**config.mk**
```make
export PLATFORM = sky130hd
export DESIGN_NAME = horizontal_difference_predictor_top
export DESIGN_NICKNAME = d
export VERILOG_FILES = /design/src/hdl/hdp_pkg.sv /design/src/hdl/horizontal_difference_predictor_top.sv /design/src/hdl/hdp_lane.sv /design/src/hdl/hdp_merge.sv /design/src/hdl/hdp_out_fifo.sv
export SDC_FILE = /design/constraint.sdc
export NUM_CORES = 1
export LEC_CHECK = 0
export BUFFER_PORTS_ARGS = -buffer_cell sky130_fd_sc_hd__buf_2
export CAP_MARGIN = 20
export CORE_MARGIN = 4
export CORE_UTILIZATION = 69
export DETAILED_ROUTE_END_ITERATION = 10
export PLACE_DENSITY = 0.87
export SLEW_MARGIN = 20
export SYNTH_ARGS = -nofsm -noshare
export SYNTH_HDL_FRONTEND = slang
export SYNTH_SLANG_ARGS = --single-unit
```
**constraint.sdc**
```tcl
create_clock -name clk -period 16.2 [get_ports clk]
set_input_delay 3.24 -clock clk [delete_from_list [all_inputs] [get_ports clk]]
set_output_delay 3.24 -clock clk [all_outputs]
set_load 0.05 [all_outputs]
```
**src/hdl/hdp_pkg.sv**
```systemverilog
package hdp_pkg;

  // Sample lanes: one per sample in a byte at the narrowest depth
  localparam int LANES = 8;
  localparam int MAX_COMPONENTS_DEF = 4;

  localparam int SAMPLE_W = 16;
  localparam int POS_W    = 18;
  localparam int NV_W     = 4;

  // Depth codes
  localparam logic [2:0] DEPTH_1  = 3'd0;
  localparam logic [2:0] DEPTH_2  = 3'd1;
  localparam logic [2:0] DEPTH_4  = 3'd2;
  localparam logic [2:0] DEPTH_8  = 3'd3;
  localparam logic [2:0] DEPTH_16 = 3'd4;

  // Register indexes
  localparam logic [1:0] REG_DEPTH      = 2'd0;
  localparam logic [1:0] REG_COMPONENTS = 2'd1;
  localparam logic [1:0] REG_COLUMNS    = 2'd2;
  localparam logic [1:0] REG_ROWS       = 2'd3;

  // Results of one input byte: one beat, or two at depth 16
  typedef struct packed {
    logic [7:0] first;
    logic [7:0] second;
    logic       pair;
    logic       eor;
    logic       eoi;
  } beat_pair_t;

  function automatic logic [1:0] mod3(input logic [3:0] v);
    logic [1:0] r;
    case (v)
      4'd0, 4'd3, 4'd6, 4'd9, 4'd12, 4'd15: r = 2'd0;
      4'd1, 4'd4, 4'd7, 4'd10, 4'd13:       r = 2'd1;
      default:                              r = 2'd2;
    endcase
    return r;
  endfunction

  // v mod c for c in 1..4, v below 16
  function automatic logic [1:0] mod_comp(input logic [3:0] v, input logic [2:0] c);
    logic [1:0] r;
    case (c)
      3'd2:    r = {1'b0, v[0]};
      3'd3:    r = mod3(v);
      3'd4:    r = v[1:0];
      default: r = 2'd0;
    endcase
    return r;
  endfunction

endpackage

```
**src/hdl/horizontal_difference_predictor_top.sv**
```systemverilog
// Channel  | Handshake            | Payload                                  | Dir
// ---------+----------------------+------------------------------------------+----
// in       | in_valid / in_stall  | in_data_in[7:0]                          | in
// out      | out_valid / out_stall| out_data_out, out_last_of_run,           | out
//          |                      | out_end_of_row, out_end_of_image         |
// cfg      | cfg_wr_en            | cfg_index[1:0], cfg_data[15:0]           | in
//
// One input beat per cycle unless stalled; the byte's lanes and the state update
// settle in the accepting cycle, results are registered. A depth-16 low byte gives
// two output beats, its high byte none, so the output keeps pace at one beat/cycle
// while not stalled. Input stalls only when the two-entry result buffer is full.
// Reset (synchronous, rst_n low) restores register defaults and clears the stream;
// any config write also clears the stream so the next byte starts a new image.
module horizontal_difference_predictor_top
  import hdp_pkg::*;
#(
  parameter int MAX_COMPONENTS = MAX_COMPONENTS_DEF
)
(
  input  logic        clk,
  input  logic        rst_n,
  input  logic        cfg_wr_en,
  input  logic [1:0]  cfg_index,
  input  logic [15:0] cfg_data,
  input  logic        in_valid,
  output logic        in_stall,
  input  logic [7:0]  in_data_in,
  output logic        out_valid,
  input  logic        out_stall,
  output logic [7:0]  out_data_out,
  output logic        out_last_of_run,
  output logic        out_end_of_row,
  output logic        out_end_of_image
);

  localparam int CW    = (MAX_COMPONENTS > 1) ? $clog2(MAX_COMPONENTS) : 1;
  localparam int SLOTS = 1 << CW;

  // config registers
  logic [2:0]  depth_r, comps_r;
  logic [15:0] cols_r, rows_r;

  // stream state
  logic [SAMPLE_W-1:0] prev_r [SLOTS];
  logic [CW-1:0]       ci_r, ci_nxt;
  logic [POS_W-1:0]    sd_r, sd_nxt;
  logic [15:0]         rc_r, rc_nxt;
  logic [7:0]          held_r;
  logic                pend_r;

  // derived config
  logic [2:0]          depth_eff, comps_eff;
  logic [15:0]         cols_eff, rows_eff;
  logic [POS_W-1:0]    total;
  logic [SAMPLE_W-1:0] mask;
  logic [NV_W-1:0]     spb, n_valid;

  logic [POS_W-1:0]    remaining;
  logic [15:0]         rc_inc;
  logic                eor, eoi, is_hi, acc, push, buf_full;

  logic [SAMPLE_W-1:0] lane_cur  [LANES];
  logic [SAMPLE_W-1:0] lane_prev [LANES];
  logic [SAMPLE_W-1:0] lane_diff [LANES];
  logic [CW-1:0]       lane_slot [LANES];
  logic [LANES-1:0]    lane_vld;
  logic [SAMPLE_W-1:0] prev_upd  [SLOTS];
  beat_pair_t          entry;

  // out-of-range settings fold to legal ones
  always_comb begin
    depth_eff = (depth_r > DEPTH_16) ? DEPTH_8 : depth_r;
    if (comps_r == 3'd0)                      comps_eff = 3'd1;
    else if (comps_r > 3'(MAX_COMPONENTS))    comps_eff = 3'(MAX_COMPONENTS);
    else                                      comps_eff = comps_r;
    cols_eff = (cols_r == 16'd0) ? 16'd1 : cols_r;
    rows_eff = (rows_r == 16'd0) ? 16'd1 : rows_r;
  end

  // samples per row: columns times 1..4, shifts and one add
  always_comb begin
    case (comps_eff)
      3'd2:    total = {1'b0, cols_eff, 1'b0};
      3'd3:    total = {1'b0, cols_eff, 1'b0} + {2'b00, cols_eff};
      3'd4:    total = {cols_eff, 2'b00};
      default: total = {2'b00, cols_eff};
    endcase
  end

  always_comb begin
    case (depth_eff)
      DEPTH_1:  begin mask = 16'h0001; spb = 4'd8; end
      DEPTH_2:  begin mask = 16'h0003; spb = 4'd4; end
      DEPTH_4:  begin mask = 16'h000f; spb = 4'd2; end
      DEPTH_16: begin mask = 16'hffff; spb = 4'd1; end
      default:  begin mask = 16'h00ff; spb = 4'd1; end
    endcase
  end

  // row position: the byte ends the row once its samples reach the row total
  assign remaining = total - sd_r;
  assign eor       = (remaining <= POS_W'(spb));
  assign n_valid   = eor ? remaining[NV_W-1:0] : spb;
  assign rc_inc    = rc_r + 16'd1;
  assign eoi       = eor && (rc_inc >= rows_eff);

  always_comb begin
    ci_nxt = CW'(mod_comp(4'(ci_r) + n_valid, comps_eff));
    sd_nxt = sd_r + POS_W'(n_valid);
    rc_nxt = eoi ? 16'd0 : rc_inc;
  end

  // high byte of a 16-bit sample is only held
  assign is_hi = (depth_eff == DEPTH_16) && !pend_r;
  assign in_stall = buf_full;
  assign acc   = in_valid && !in_stall;
  assign push  = acc && !is_hi;

  // lanes: sample j of the byte, MSB first
  for (genvar j = 0; j < LANES; j++) begin : g_lane
    always_comb begin
      case (depth_eff)
        DEPTH_1:  lane_cur[j] = {15'd0, in_data_in[7-j]};
        DEPTH_2:  lane_cur[j] = {14'd0, in_data_in[7-2*(j%4) -: 2]};
        DEPTH_4:  lane_cur[j] = {12'd0, in_data_in[7-4*(j%2) -: 4]};
        DEPTH_16: lane_cur[j] = {held_r, in_data_in};
        default:  lane_cur[j] = {8'd0, in_data_in};
      endcase
    end

    assign lane_slot[j] = CW'(mod_comp(4'(ci_r) + 4'(j), comps_eff));
    assign lane_vld[j]  = (4'(j) < n_valid);

    // same component one pixel back: earlier lane of this byte, else stored value
    always_comb begin
      lane_prev[j] = prev_r[lane_slot[j]];
      for (int i = 0; i < j; i++)
        if (4'(i) + {1'b0, comps_eff} == 4'(j)) lane_prev[j] = lane_cur[i];
    end

    hdp_lane u_lane (
      .cur  (lane_cur[j]),
      .prev (lane_prev[j]),
      .mask (mask),
      .diff (lane_diff[j])
    );
  end

  hdp_merge #(
    .MAX_COMPONENTS (MAX_COMPONENTS)
  ) u_merge (
    .depth     (depth_eff),
    .lane_cur  (lane_cur),
    .lane_diff (lane_diff),
    .lane_vld  (lane_vld),
    .lane_slot (lane_slot),
    .prev_cur  (prev_r),
    .eor       (eor),
    .eoi       (eoi),
    .entry     (entry),
    .prev_upd  (prev_upd)
  );

  hdp_out_fifo u_out_fifo (
    .clk        (clk),
    .rst_n      (rst_n),
    .push       (push),
    .push_entry (entry),
    .full       (buf_full),
    .out_valid  (out_valid),
    .out_stall  (out_stall),
    .out_data   (out_data_out),
    .out_last   (out_last_of_run),
    .out_eor    (out_end_of_row),
    .out_eoi    (out_end_of_image)
  );

  always_ff @(posedge clk) begin
    if (!rst_n) begin
      depth_r <= DEPTH_8;
      comps_r <= 3'd1;
      cols_r  <= 16'd1;
      rows_r  <= 16'd1;
      for (int s = 0; s < SLOTS; s++) prev_r[s] <= '0;
      ci_r    <= '0;
      sd_r    <= '0;
      rc_r    <= '0;
      pend_r  <= 1'b0;
    end else if (cfg_wr_en) begin
      case (cfg_index)
        REG_DEPTH:      depth_r <= cfg_data[2:0];
        REG_COMPONENTS: comps_r <= cfg_data[2:0];
        REG_COLUMNS:    cols_r  <= cfg_data;
        REG_ROWS:       rows_r  <= cfg_data;
        default:        ;
      endcase
      for (int s = 0; s < SLOTS; s++) prev_r[s] <= '0;
      ci_r   <= '0;
      sd_r   <= '0;
      rc_r   <= '0;
      pend_r <= 1'b0;
    end else if (acc) begin
      if (is_hi) begin
        pend_r <= 1'b1;
      end else begin
        pend_r <= 1'b0;
        prev_r <= prev_upd;
        if (eor) begin
          ci_r <= '0;
          sd_r <= '0;
          rc_r <= rc_nxt;
        end else begin
          ci_r <= ci_nxt;
          sd_r <= sd_nxt;
        end
      end
    end
  end

  always_ff @(posedge clk) begin
    if (acc && is_hi) held_r <= in_data_in;
  end

  a_pos_in_row: assert property (@(posedge clk) disable iff (!rst_n)
    sd_r < total) else $error("row position beyond row length");

  a_comp_range: assert property (@(posedge clk) disable iff (!rst_n)
    3'(ci_r) < comps_eff) else $error("component index beyond component count");

  a_row_range: assert property (@(posedge clk) disable iff (!rst_n)
    rc_r < rows_eff) else $error("row counter beyond image height");

  a_pend_depth: assert property (@(posedge clk) disable iff (!rst_n)
    pend_r |-> (depth_eff == DEPTH_16)) else $error("held high byte outside depth 16");

endmodule

```
**src/hdl/hdp_lane.sv**
```systemverilog
module hdp_lane
  import hdp_pkg::*;
(
  input  logic [SAMPLE_W-1:0] cur,
  input  logic [SAMPLE_W-1:0] prev,
  input  logic [SAMPLE_W-1:0] mask,
  output logic [SAMPLE_W-1:0] diff
);

  // difference modulo 2^depth
  assign diff = (cur - prev) & mask;

endmodule

```
**src/hdl/hdp_merge.sv**
```systemverilog
module hdp_merge
  import hdp_pkg::*;
#(
  parameter int MAX_COMPONENTS = MAX_COMPONENTS_DEF
)
(
  input  logic [2:0]                 depth,
  input  logic [SAMPLE_W-1:0]        lane_cur  [LANES],
  input  logic [SAMPLE_W-1:0]        lane_diff [LANES],
  input  logic [LANES-1:0]           lane_vld,
  input  logic [((MAX_COMPONENTS > 1) ? $clog2(MAX_COMPONENTS) : 1)-1:0] lane_slot [LANES],
  input  logic [SAMPLE_W-1:0]
                 prev_cur [1 << ((MAX_COMPONENTS > 1) ? $clog2(MAX_COMPONENTS) : 1)],
  input  logic                       eor,
  input  logic                       eoi,
  output beat_pair_t                 entry,
  output logic [SAMPLE_W-1:0]
                 prev_upd [1 << ((MAX_COMPONENTS > 1) ? $clog2(MAX_COMPONENTS) : 1)]
);

  localparam int CW    = (MAX_COMPONENTS > 1) ? $clog2(MAX_COMPONENTS) : 1;
  localparam int SLOTS = 1 << CW;

  logic [7:0] res;

  // pack lane differences into the result byte; padding stays zero
  always_comb begin
    res          = 8'd0;
    entry.second = 8'd0;
    entry.pair   = 1'b0;
    case (depth)
      DEPTH_1: begin
        for (int j = 0; j < LANES; j++)
          if (lane_vld[j]) res[7-j] = lane_diff[j][0];
      end
      DEPTH_2: begin
        for (int j = 0; j < LANES/2; j++)
          if (lane_vld[j]) res[7-2*j -: 2] = lane_diff[j][1:0];
      end
      DEPTH_4: begin
        for (int j = 0; j < LANES/4; j++)
          if (lane_vld[j]) res[7-4*j -: 4] = lane_diff[j][3:0];
      end
      DEPTH_16: begin
        res          = lane_diff[0][15:8];
        entry.second = lane_diff[0][7:0];
        entry.pair   = 1'b1;
      end
      default: res = lane_diff[0][7:0];
    endcase
    entry.first = res;
    entry.eor   = eor;
    entry.eoi   = eoi;
  end

  // latest valid lane of each component wins; row end clears all
  always_comb begin
    for (int s = 0; s < SLOTS; s++) begin
      prev_upd[s] = prev_cur[s];
      for (int j = 0; j < LANES; j++)
        if (lane_vld[j] && lane_slot[j] == CW'(s)) prev_upd[s] = lane_cur[j];
      if (eor) prev_upd[s] = '0;
    end
  end

endmodule

```
**src/hdl/hdp_out_fifo.sv**
```systemverilog
module hdp_out_fifo
  import hdp_pkg::*;
(
  input  logic       clk,
  input  logic       rst_n,
  input  logic       push,
  input  beat_pair_t push_entry,
  output logic       full,
  output logic       out_valid,
  input  logic       out_stall,
  output logic [7:0] out_data,
  output logic       out_last,
  output logic       out_eor,
  output logic       out_eoi
);

  beat_pair_t ent_r [2];
  logic [1:0] count_r, count_nxt;
  logic       wr_ptr_r, rd_ptr_r;
  logic       phase_r, phase_nxt;
  beat_pair_t cur_ent;
  logic       take, pop;

  assign cur_ent   = ent_r[rd_ptr_r];
  assign full      = (count_r == 2'd2);
  assign out_valid = (count_r != 2'd0);
  assign out_data  = phase_r ? cur_ent.second : cur_ent.first;
  assign out_last  = !cur_ent.pair || phase_r;
  assign out_eor   = cur_ent.eor;
  assign out_eoi   = cur_ent.eoi;

  assign take = out_valid && !out_stall;
  assign pop  = take && out_last;

  always_comb begin
    count_nxt = count_r + {1'b0, push} - {1'b0, pop};
    phase_nxt = take ? !pop : phase_r;
  end

  always_ff @(posedge clk) begin
    if (!rst_n) begin
      count_r  <= 2'd0;
      wr_ptr_r <= 1'b0;
      rd_ptr_r <= 1'b0;
      phase_r  <= 1'b0;
    end else begin
      count_r <= count_nxt;
      phase_r <= phase_nxt;
      if (push) wr_ptr_r <= !wr_ptr_r;
      if (pop)  rd_ptr_r <= !rd_ptr_r;
    end
  end

  always_ff @(posedge clk) begin
    if (push) ent_r[wr_ptr_r] <= push_entry;
  end

  a_no_overflow: assert property (@(posedge clk) disable iff (!rst_n)
    push |-> !full) else $error("push into full result buffer");

  a_count_range: assert property (@(posedge clk) disable iff (!rst_n)
    count_r != 2'd3) else $error("result buffer count out of range");

  a_phase_pair: assert property (@(posedge clk) disable iff (!rst_n)
    phase_r |-> (out_valid && cur_ent.pair))
    else $error("second beat without a paired entry");

endmodule
```
==> results.ini, run 1 <==
[yosys]
synth_top_area_cell=sky130_fd_sc_hd__dfxtp_1
syn_area_mm2=0.0152
post_synth_num_cell_types=95
yosys_warnings=0
seq_area_frac_synth_pct=28.4
synth-edff-count=46
synthesis.instances=1858
postSynthNetCount=1989
ys_async_sr_fraction_pct=0
synth.ff_latch_count=193
netlist.area_leader.share_pct=19.3
ys.flop_type=sky130_fd_sc_hd__dfxtp_1
synth_top_cells_by_area=sky130_fd_sc_hd__dfxtp_1, sky130_fd_sc_hd__edfxtp_1, sky130_fd_sc_hd__ha_1
synth_area_per_cell_um2=8.21

[global_routing]
global_route.usage.total_pct=39.6
initial_antenna_violation_count=0
grt_overflow=0
number_of_global_route_vias_before_repair=14200
grt_pass1_wl_mm=77.1
largest_net_degree_at_the_start_of_global_routing=64

[cts]
clk-insertion-delay-late_ns=0.45
cts_tree=done
ctsHtreeMaxLevel=4
cts_resized=0
post_cts.repair.setup_buffers=0
ctsLongestPathBuffers=2
worst_setup_hold_path_clk_slew_ns=0.08
ctsHoldBuffers=0
numCtsBuffers=17
cts_num_sinks=193
clock_tree.root_cell=sky130_fd_sc_hd__clkbuf_16

[place]
gpl.final_weighted_congestion=1.07
port_buffers=43
dp.cells=2102
detailed_place_hpwl_mm=36.9
placement.cell_area_mm2=0.0155

[worst_setup_path]
worstPathRequired_ns=16.51
cpLargestDelayFamily=simple AND/OR/NAND/NOR gates
worstSetupStartpointType=flop
cp_slowest_stage_delay_ns=0.94
cp-end-kind=flop
crit_top_cell=sky130_fd_sc_hd__a21oi_1
critPathKind=reg2reg
critPathArrivalTime_ns=10.48
crit_slowest_cell=sky130_fd_sc_hd__clkinv_1
critical_path.n_buffers_inverters=5
timing.critical_path.fanout_max=43

[timing]
report.final.setup_viol=0
final_max_slew_viol_count=0
worst_hold_slack_across_all_endpoints_ns=0.477
unrepaired_setup_endpoints_after_global_routing=false
finalCritPeriodShare_pct=62.8
finalSetupTns_ns=0
fin_skew_ns=0.0196
hold_viol_final=0
worst_slew_pin_slew_ns=1.16
tmin_final_ns=10.17
fmax_mhz=98.4
timing.max_slew.rel_slack_pct=21.9

[power]
power.leakage_nw=6.51
vdd_ir_drop_max_mv=0.0767
pd_cells_mw_per_mm2=88.0

[detailed_routing]
route.detailed.vias_per_inst=7.04
detailedRoute.firstPassIterationCount=8
antenna_violating_nets_post_route=0
vias=15000
drt_iter0_markers=2236
drc=0
finalWirelength_mm=49.5
wl_per_cell_um=23.2

[layout]
antenna-diode-count=0
drive_above_1_share_pct=9.06
post-route-cell-area_mm2=0.0161
cell_count_final_fillers_out=2134
layout.nets=1972
syn_to_final_growth_pct=5.91

[floorplan]
io_pins=44
fp-row-count=54
core_area_mm2=0.0218
design.die.area_mm2=0.0245
floorplan.initialDensity_pct=70.1
dieHeight_um=157
die_w_um=157

[hold_path]
worst_hold_path_type=reg2reg

[outcome]
outcome=completed

[flow_run]
max-cap-violations=0

==> power by group <==
part           internal, mW  total [mW]  switching (mW)
Sequential            0.521       0.540          0.0193
Clock                 0.229       0.450           0.220
Combinational         0.150       0.432           0.282
Total                 0.900        1.42           0.522
==> cell usage after synthesis, types with 14 or more instances <==
cell type and n:
sky130_fd_sc_hd__buf_2 16, sky130_fd_sc_hd__nand2_1 220, sky130_fd_sc_hd__xnor2_1 55, sky130_fd_sc_hd__a21o_1 33, sky130_fd_sc_hd__a31oi_1 33, sky130_fd_sc_hd__nor3_1 32, sky130_fd_sc_hd__a21boi_0 35, sky130_fd_sc_hd__and2_1 31
sky130_fd_sc_hd__o21a_1 17, sky130_fd_sc_hd__o21ai_0 61, sky130_fd_sc_hd__inv_1 107, sky130_fd_sc_hd__xor2_1 27, sky130_fd_sc_hd__clkbuf_1 70, sky130_fd_sc_hd__mux4_2 28, sky130_fd_sc_hd__ha_1 94, sky130_fd_sc_hd__mux2i_1 75
sky130_fd_sc_hd__nand4_1 23, sky130_fd_sc_hd__edfxtp_1 46, sky130_fd_sc_hd__nand3_1 52, sky130_fd_sc_hd__a21oi_1 107, sky130_fd_sc_hd__and3_1 37, sky130_fd_sc_hd__nor2b_1 23, sky130_fd_sc_hd__dfxtp_1 147, sky130_fd_sc_hd__nor2_1 193
sky130_fd_sc_hd__a22o_1 14
==> flip-flops by register name (all words and copies together), names as in the netlist, 8 cells and up, named ones only <==
signal and count:
cols_r 16, prev_r 64, rc_r 16, rows_r 16, held_r 8, sd_r 18
u_out_fifo.ent_r 38
==> per-layer routing <==
layer / global-route usage [%] / wire length [µm] / part of all wire, % / vias up
li1: - / - / - / 6705
met1: 53.9 / 19600 / 40 / 7033
met2: 60.1 / 21100 / 43 / 1043
met3: 13.0 / 6770 / 14 / 233
met4: 12.4 / 1920 / 3.9 / 2
met5: 0 / 15 / 0.030 / -
==> cells in the final DEF, fill, tap and decap left out, types with 8 or more instances in the layout <==
cell type	n
sky130_fd_sc_hd__o21ai_0	61
sky130_fd_sc_hd__a21oi_1	106
sky130_fd_sc_hd__a221oi_1	9
sky130_fd_sc_hd__nand2b_1	10
sky130_fd_sc_hd__mux2i_1	75
sky130_fd_sc_hd__buf_2	43
sky130_fd_sc_hd__a21o_1	33
sky130_fd_sc_hd__and2_1	31
sky130_fd_sc_hd__o2111ai_1	8
sky130_fd_sc_hd__edfxtp_1	46
sky130_fd_sc_hd__xnor2_1	55
sky130_fd_sc_hd__inv_1	107
sky130_fd_sc_hd__o21a_1	17
sky130_fd_sc_hd__clkbuf_16	17
sky130_fd_sc_hd__or3_1	13
sky130_fd_sc_hd__nor4_1	13
sky130_fd_sc_hd__nor2b_1	23
sky130_fd_sc_hd__a22o_1	14
sky130_fd_sc_hd__and3_1	37
sky130_fd_sc_hd__nor3_1	32
sky130_fd_sc_hd__a31oi_1	33
sky130_fd_sc_hd__a21boi_0	35
sky130_fd_sc_hd__xor2_1	27
sky130_fd_sc_hd__nand3_1	52
sky130_fd_sc_hd__buf_4	20
sky130_fd_sc_hd__nand2_1	220
sky130_fd_sc_hd__o22ai_1	12
sky130_fd_sc_hd__dfxtp_1	147
sky130_fd_sc_hd__ha_1	94
sky130_fd_sc_hd__nand4_1	23
sky130_fd_sc_hd__a211oi_1	13
sky130_fd_sc_hd__mux4_2	28
sky130_fd_sc_hd__o31ai_1	11
sky130_fd_sc_hd__o21ai_1	11
sky130_fd_sc_hd__nor2_1	193
==> layout make-up <==
| cell class | count | area [µm²] |
|---|---|---|
| sequential | 193 | 4320 |
| tap | 280 | 350 |
| inverter | 113 | 427 |
| timing repair buffer | 63 | 365 |
| clock buffer | 17 | 425 |
| fill | 1631 | 5610 |
| multi-input combinational | 1453 | 10100 |
| clock inverter | 15 | 185 |
==> final timing paths <==
check / startpoint / endpoint / slack [ns] / cells past startpoint
setup / recovery: comps_r[2] / sd_r[16] / 6.03 / 34
hold / removal: rc_r[15] / rc_r[15] / 0.48 / 2
setup reg to reg: comps_r[2] / sd_r[16] / 6.03 / 34
hold reg to reg: rc_r[15] / rc_r[15] / 0.48 / 2
==> worst min-delay path: stages (launching register included) <==
cell	delay (ns)
sky130_fd_sc_hd__dfxtp_1	0.32
sky130_fd_sc_hd__nand2_1	0.05
sky130_fd_sc_hd__a21oi_1	0.05
==> logic make-up after synthesis <==
| logic type | after synthesis | share of synthesized area, % |
|---|---|---|
| multiplexers | 107 | 9.37 |
| buffers and inverters | 212 | 5.66 |
| AO/OA/AOI/OAI | 479 | 22.2 |
| adder cells (fa/ha/maj) | 101 | 8.57 |
| AND/OR/NAND/NOR | 684 | 21.2 |
| XOR/XNOR | 82 | 4.71 |
| flip-flops | 193 | 28.4 |
==> through the flow <==
step / setup WS (ns) / util (%) / total power [mW]
CTS: 6.32 / 74.2 / 1.40
floorplan: 8.36 / - / 0.857
global placement: 6.97 / 71.4 / 0.951
global route: 5.33 / 74.2 / 1.47
detailed placement: 6.40 / 71.4 / 0.965
finish: 6.03 / 74.2 / 1.42
Note: power is estimated with default switching activity, not from simulation.
==> inputs of run 2 (changes only) <==
CORE_UTILIZATION = 58   (was 69)
PLACE_DENSITY = 0.78   (was 0.87)
clock period = 9.12 ns   (was 16.2 ns; I/O delays follow)
==> run 2 against run 1 <==
Core utilization shrank 11 points. Sequential cell count did not move. Critical path depth increased by 4. Critical endpoint unchanged.
==> results.ini, run 2 (synthesis results as in run 1) <==
[detailed_routing]
wl_per_cell_um=22.6
drc=0
vias=14700
detailedRoute.firstPassIterationCount=8
antenna_violating_nets_post_route=0
route.detailed.vias_per_inst=6.67
drt_iter0_markers=1783
finalWirelength_mm=49.8

[global_routing]
initial_antenna_violation_count=0
global_route.usage.total_pct=34.0
grt_overflow=0
number_of_global_route_vias_before_repair=13900
largest_net_degree_at_the_start_of_global_routing=48
grt_pass1_wl_mm=77.7

[timing]
finalSetupTns_ns=0
final_max_slew_viol_count=0
fin_skew_ns=0.0196
fmax_mhz=121
unrepaired_setup_endpoints_after_global_routing=false
timing.max_slew.rel_slack_pct=26.2
report.final.setup_viol=0
finalCritPeriodShare_pct=90.8
hold_viol_final=0
worst_slew_pin_slew_ns=1.11
tmin_final_ns=8.28

[layout]
layout_top_registers=prev_r (64), u_out_fifo.ent_r (38), sd_r (18)
utilization_pct=62.9
layout.nets=1984
layout.cells.most_common_list=sky130_fd_sc_hd__nand2_1, sky130_fd_sc_hd__nor2_1, sky130_fd_sc_hd__dfxtp_1, sky130_fd_sc_hd__inv_1, sky130_fd_sc_hd__a21oi_1
antenna-diode-count=0
layout_commonest_cell=sky130_fd_sc_hd__nand2_1
largest-register=prev_r
post-route-cell-area_mm2=0.0163
largest_register_ff_count=64
drive_above_1_share_pct=9.70
syn_to_final_growth_pct=7.22

[worst_setup_path]
startpoint=cols_r[14]
worstSetupStartpointType=flop
critPathKind=reg2reg
worst-r2r-setup-slack_ns=0.84
reg2reg_depth=38
critical_path.reg2reg.startpoint=cols_r[14]
cp-end-kind=flop
timing.critical_path.fanout_max=29
crit_end=sd_r[16]
cp_slowest_stage_delay_ns=0.63
critPathArrivalTime_ns=8.59
crit_slowest_cell=sky130_fd_sc_hd__xnor2_1
crit_top_cell=sky130_fd_sc_hd__a21o_1
worstPathRequired_ns=9.43
worstReg2RegEnd=sd_r[16]

[floorplan]
dieHeight_um=170
die_w_um=170
fp-row-count=59
floorplan.initialDensity_pct=58.7
core_area_mm2=0.0260
io_pins=44
design.die.area_mm2=0.0289

[cts]
cts_tree=done
worst_setup_hold_path_clk_slew_ns=0.10
ctsHoldBuffers=0
ctsHtreeMaxLevel=4
ctsLongestPathBuffers=2
clock_tree.root_cell=sky130_fd_sc_hd__clkbuf_16
clk-insertion-delay-late_ns=0.46
cts_num_sinks=193
numCtsBuffers=17

[hold_path]
worst_hold_path_type=reg2reg

[power]
vdd_ir_drop_max_mv=0.229
pd_cells_mw_per_mm2=157
power.leakage_nw=6.57

[place]
port_buffers=43
placement.cell_area_mm2=0.0157
gpl.final_weighted_congestion=1.05
detailed_place_hpwl_mm=37.5

[flow_run]
max-cap-violations=0

[outcome]
outcome=completed

## run 2: per-layer routing
layer / GRT usage [%] / wire length, µm
met4: 16.9 / 2820
met3: 6.50 / 4700
met5: 0 / 0
met1: 45.3 / 20300
met2: 53.0 / 21900
## run 2: area by class of cell
class | count | area, µm²
clock inverters | 15 | 221
well taps | 335 | 419
clock buffers | 17 | 425
repair buffers | 75 | 455
flip-flops and latches | 193 | 4320
multi-input cells | 1453 | 10100
inverters | 113 | 427
fillers | 2223 | 9640
## run 2: timing repair
action	CTS	global route
resized for setup	0	2
setup endpoints to repair	0	3
buffers inserted	0	0
## run 2: metrics by stage
stage / std cells / total power [mW] / hold WS [ns] / worst slack, ns
after floorplan: 1858 / 1.52 / 0.432 / 1.28
after global placement: 2169 / 1.70 / 0.442 / 1.02
after detailed placement: 2169 / 1.72 / 0.464 / 0.693
after CTS: 2201 / 2.55 / 0.477 / 0.554
after global routing: 2201 / 2.66 / 0.500 / 0.193
final: 2201 / 2.56 / 0.482 / 0.842
## run 2: worst max-delay path: cells and delay by family (launching register included)
kind                       cells  cell delay (ns)
and+or+nand+nor               14             2.50
xor gates and xnor gates       3             0.89
DFF                            1             0.34
buffers and inverters          4             0.89
AOI/OAI and AO/OA             12             2.16
adders and majority gates      4             1.02
muxes                          1             0.34
## run 2: how the worst min path moves through the flow
stage / to / slack (ns) / cells past startpoint / from
global route: sd_r[0] / 0.50 / 2 / sd_r[0]
global placement: prev_r[2] / 0.44 / 2 / prev_r[2]
floorplan: prev_r[2] / 0.43 / 2 / prev_r[2]
finish: rc_r[15] / 0.48 / 2 / rc_r[15]
CTS: prev_r[3] / 0.48 / 2 / prev_r[3]
detailed placement: prev_r[3] / 0.46 / 2 / prev_r[3]
## run 2: report_power, final
| part | switching [mW] | total (mW) | leakage [nW] | internal [mW] |
|---|---|---|---|---|
| Sequential | 0.0350 | 0.960 | 1.62 | 0.925 |
| Combinational | 0.490 | 0.758 | 4.64 | 0.268 |
| Clock | 0.450 | 0.842 | 0.311 | 0.391 |
| Total | 0.975 | 2.56 | 6.57 | 1.58 |
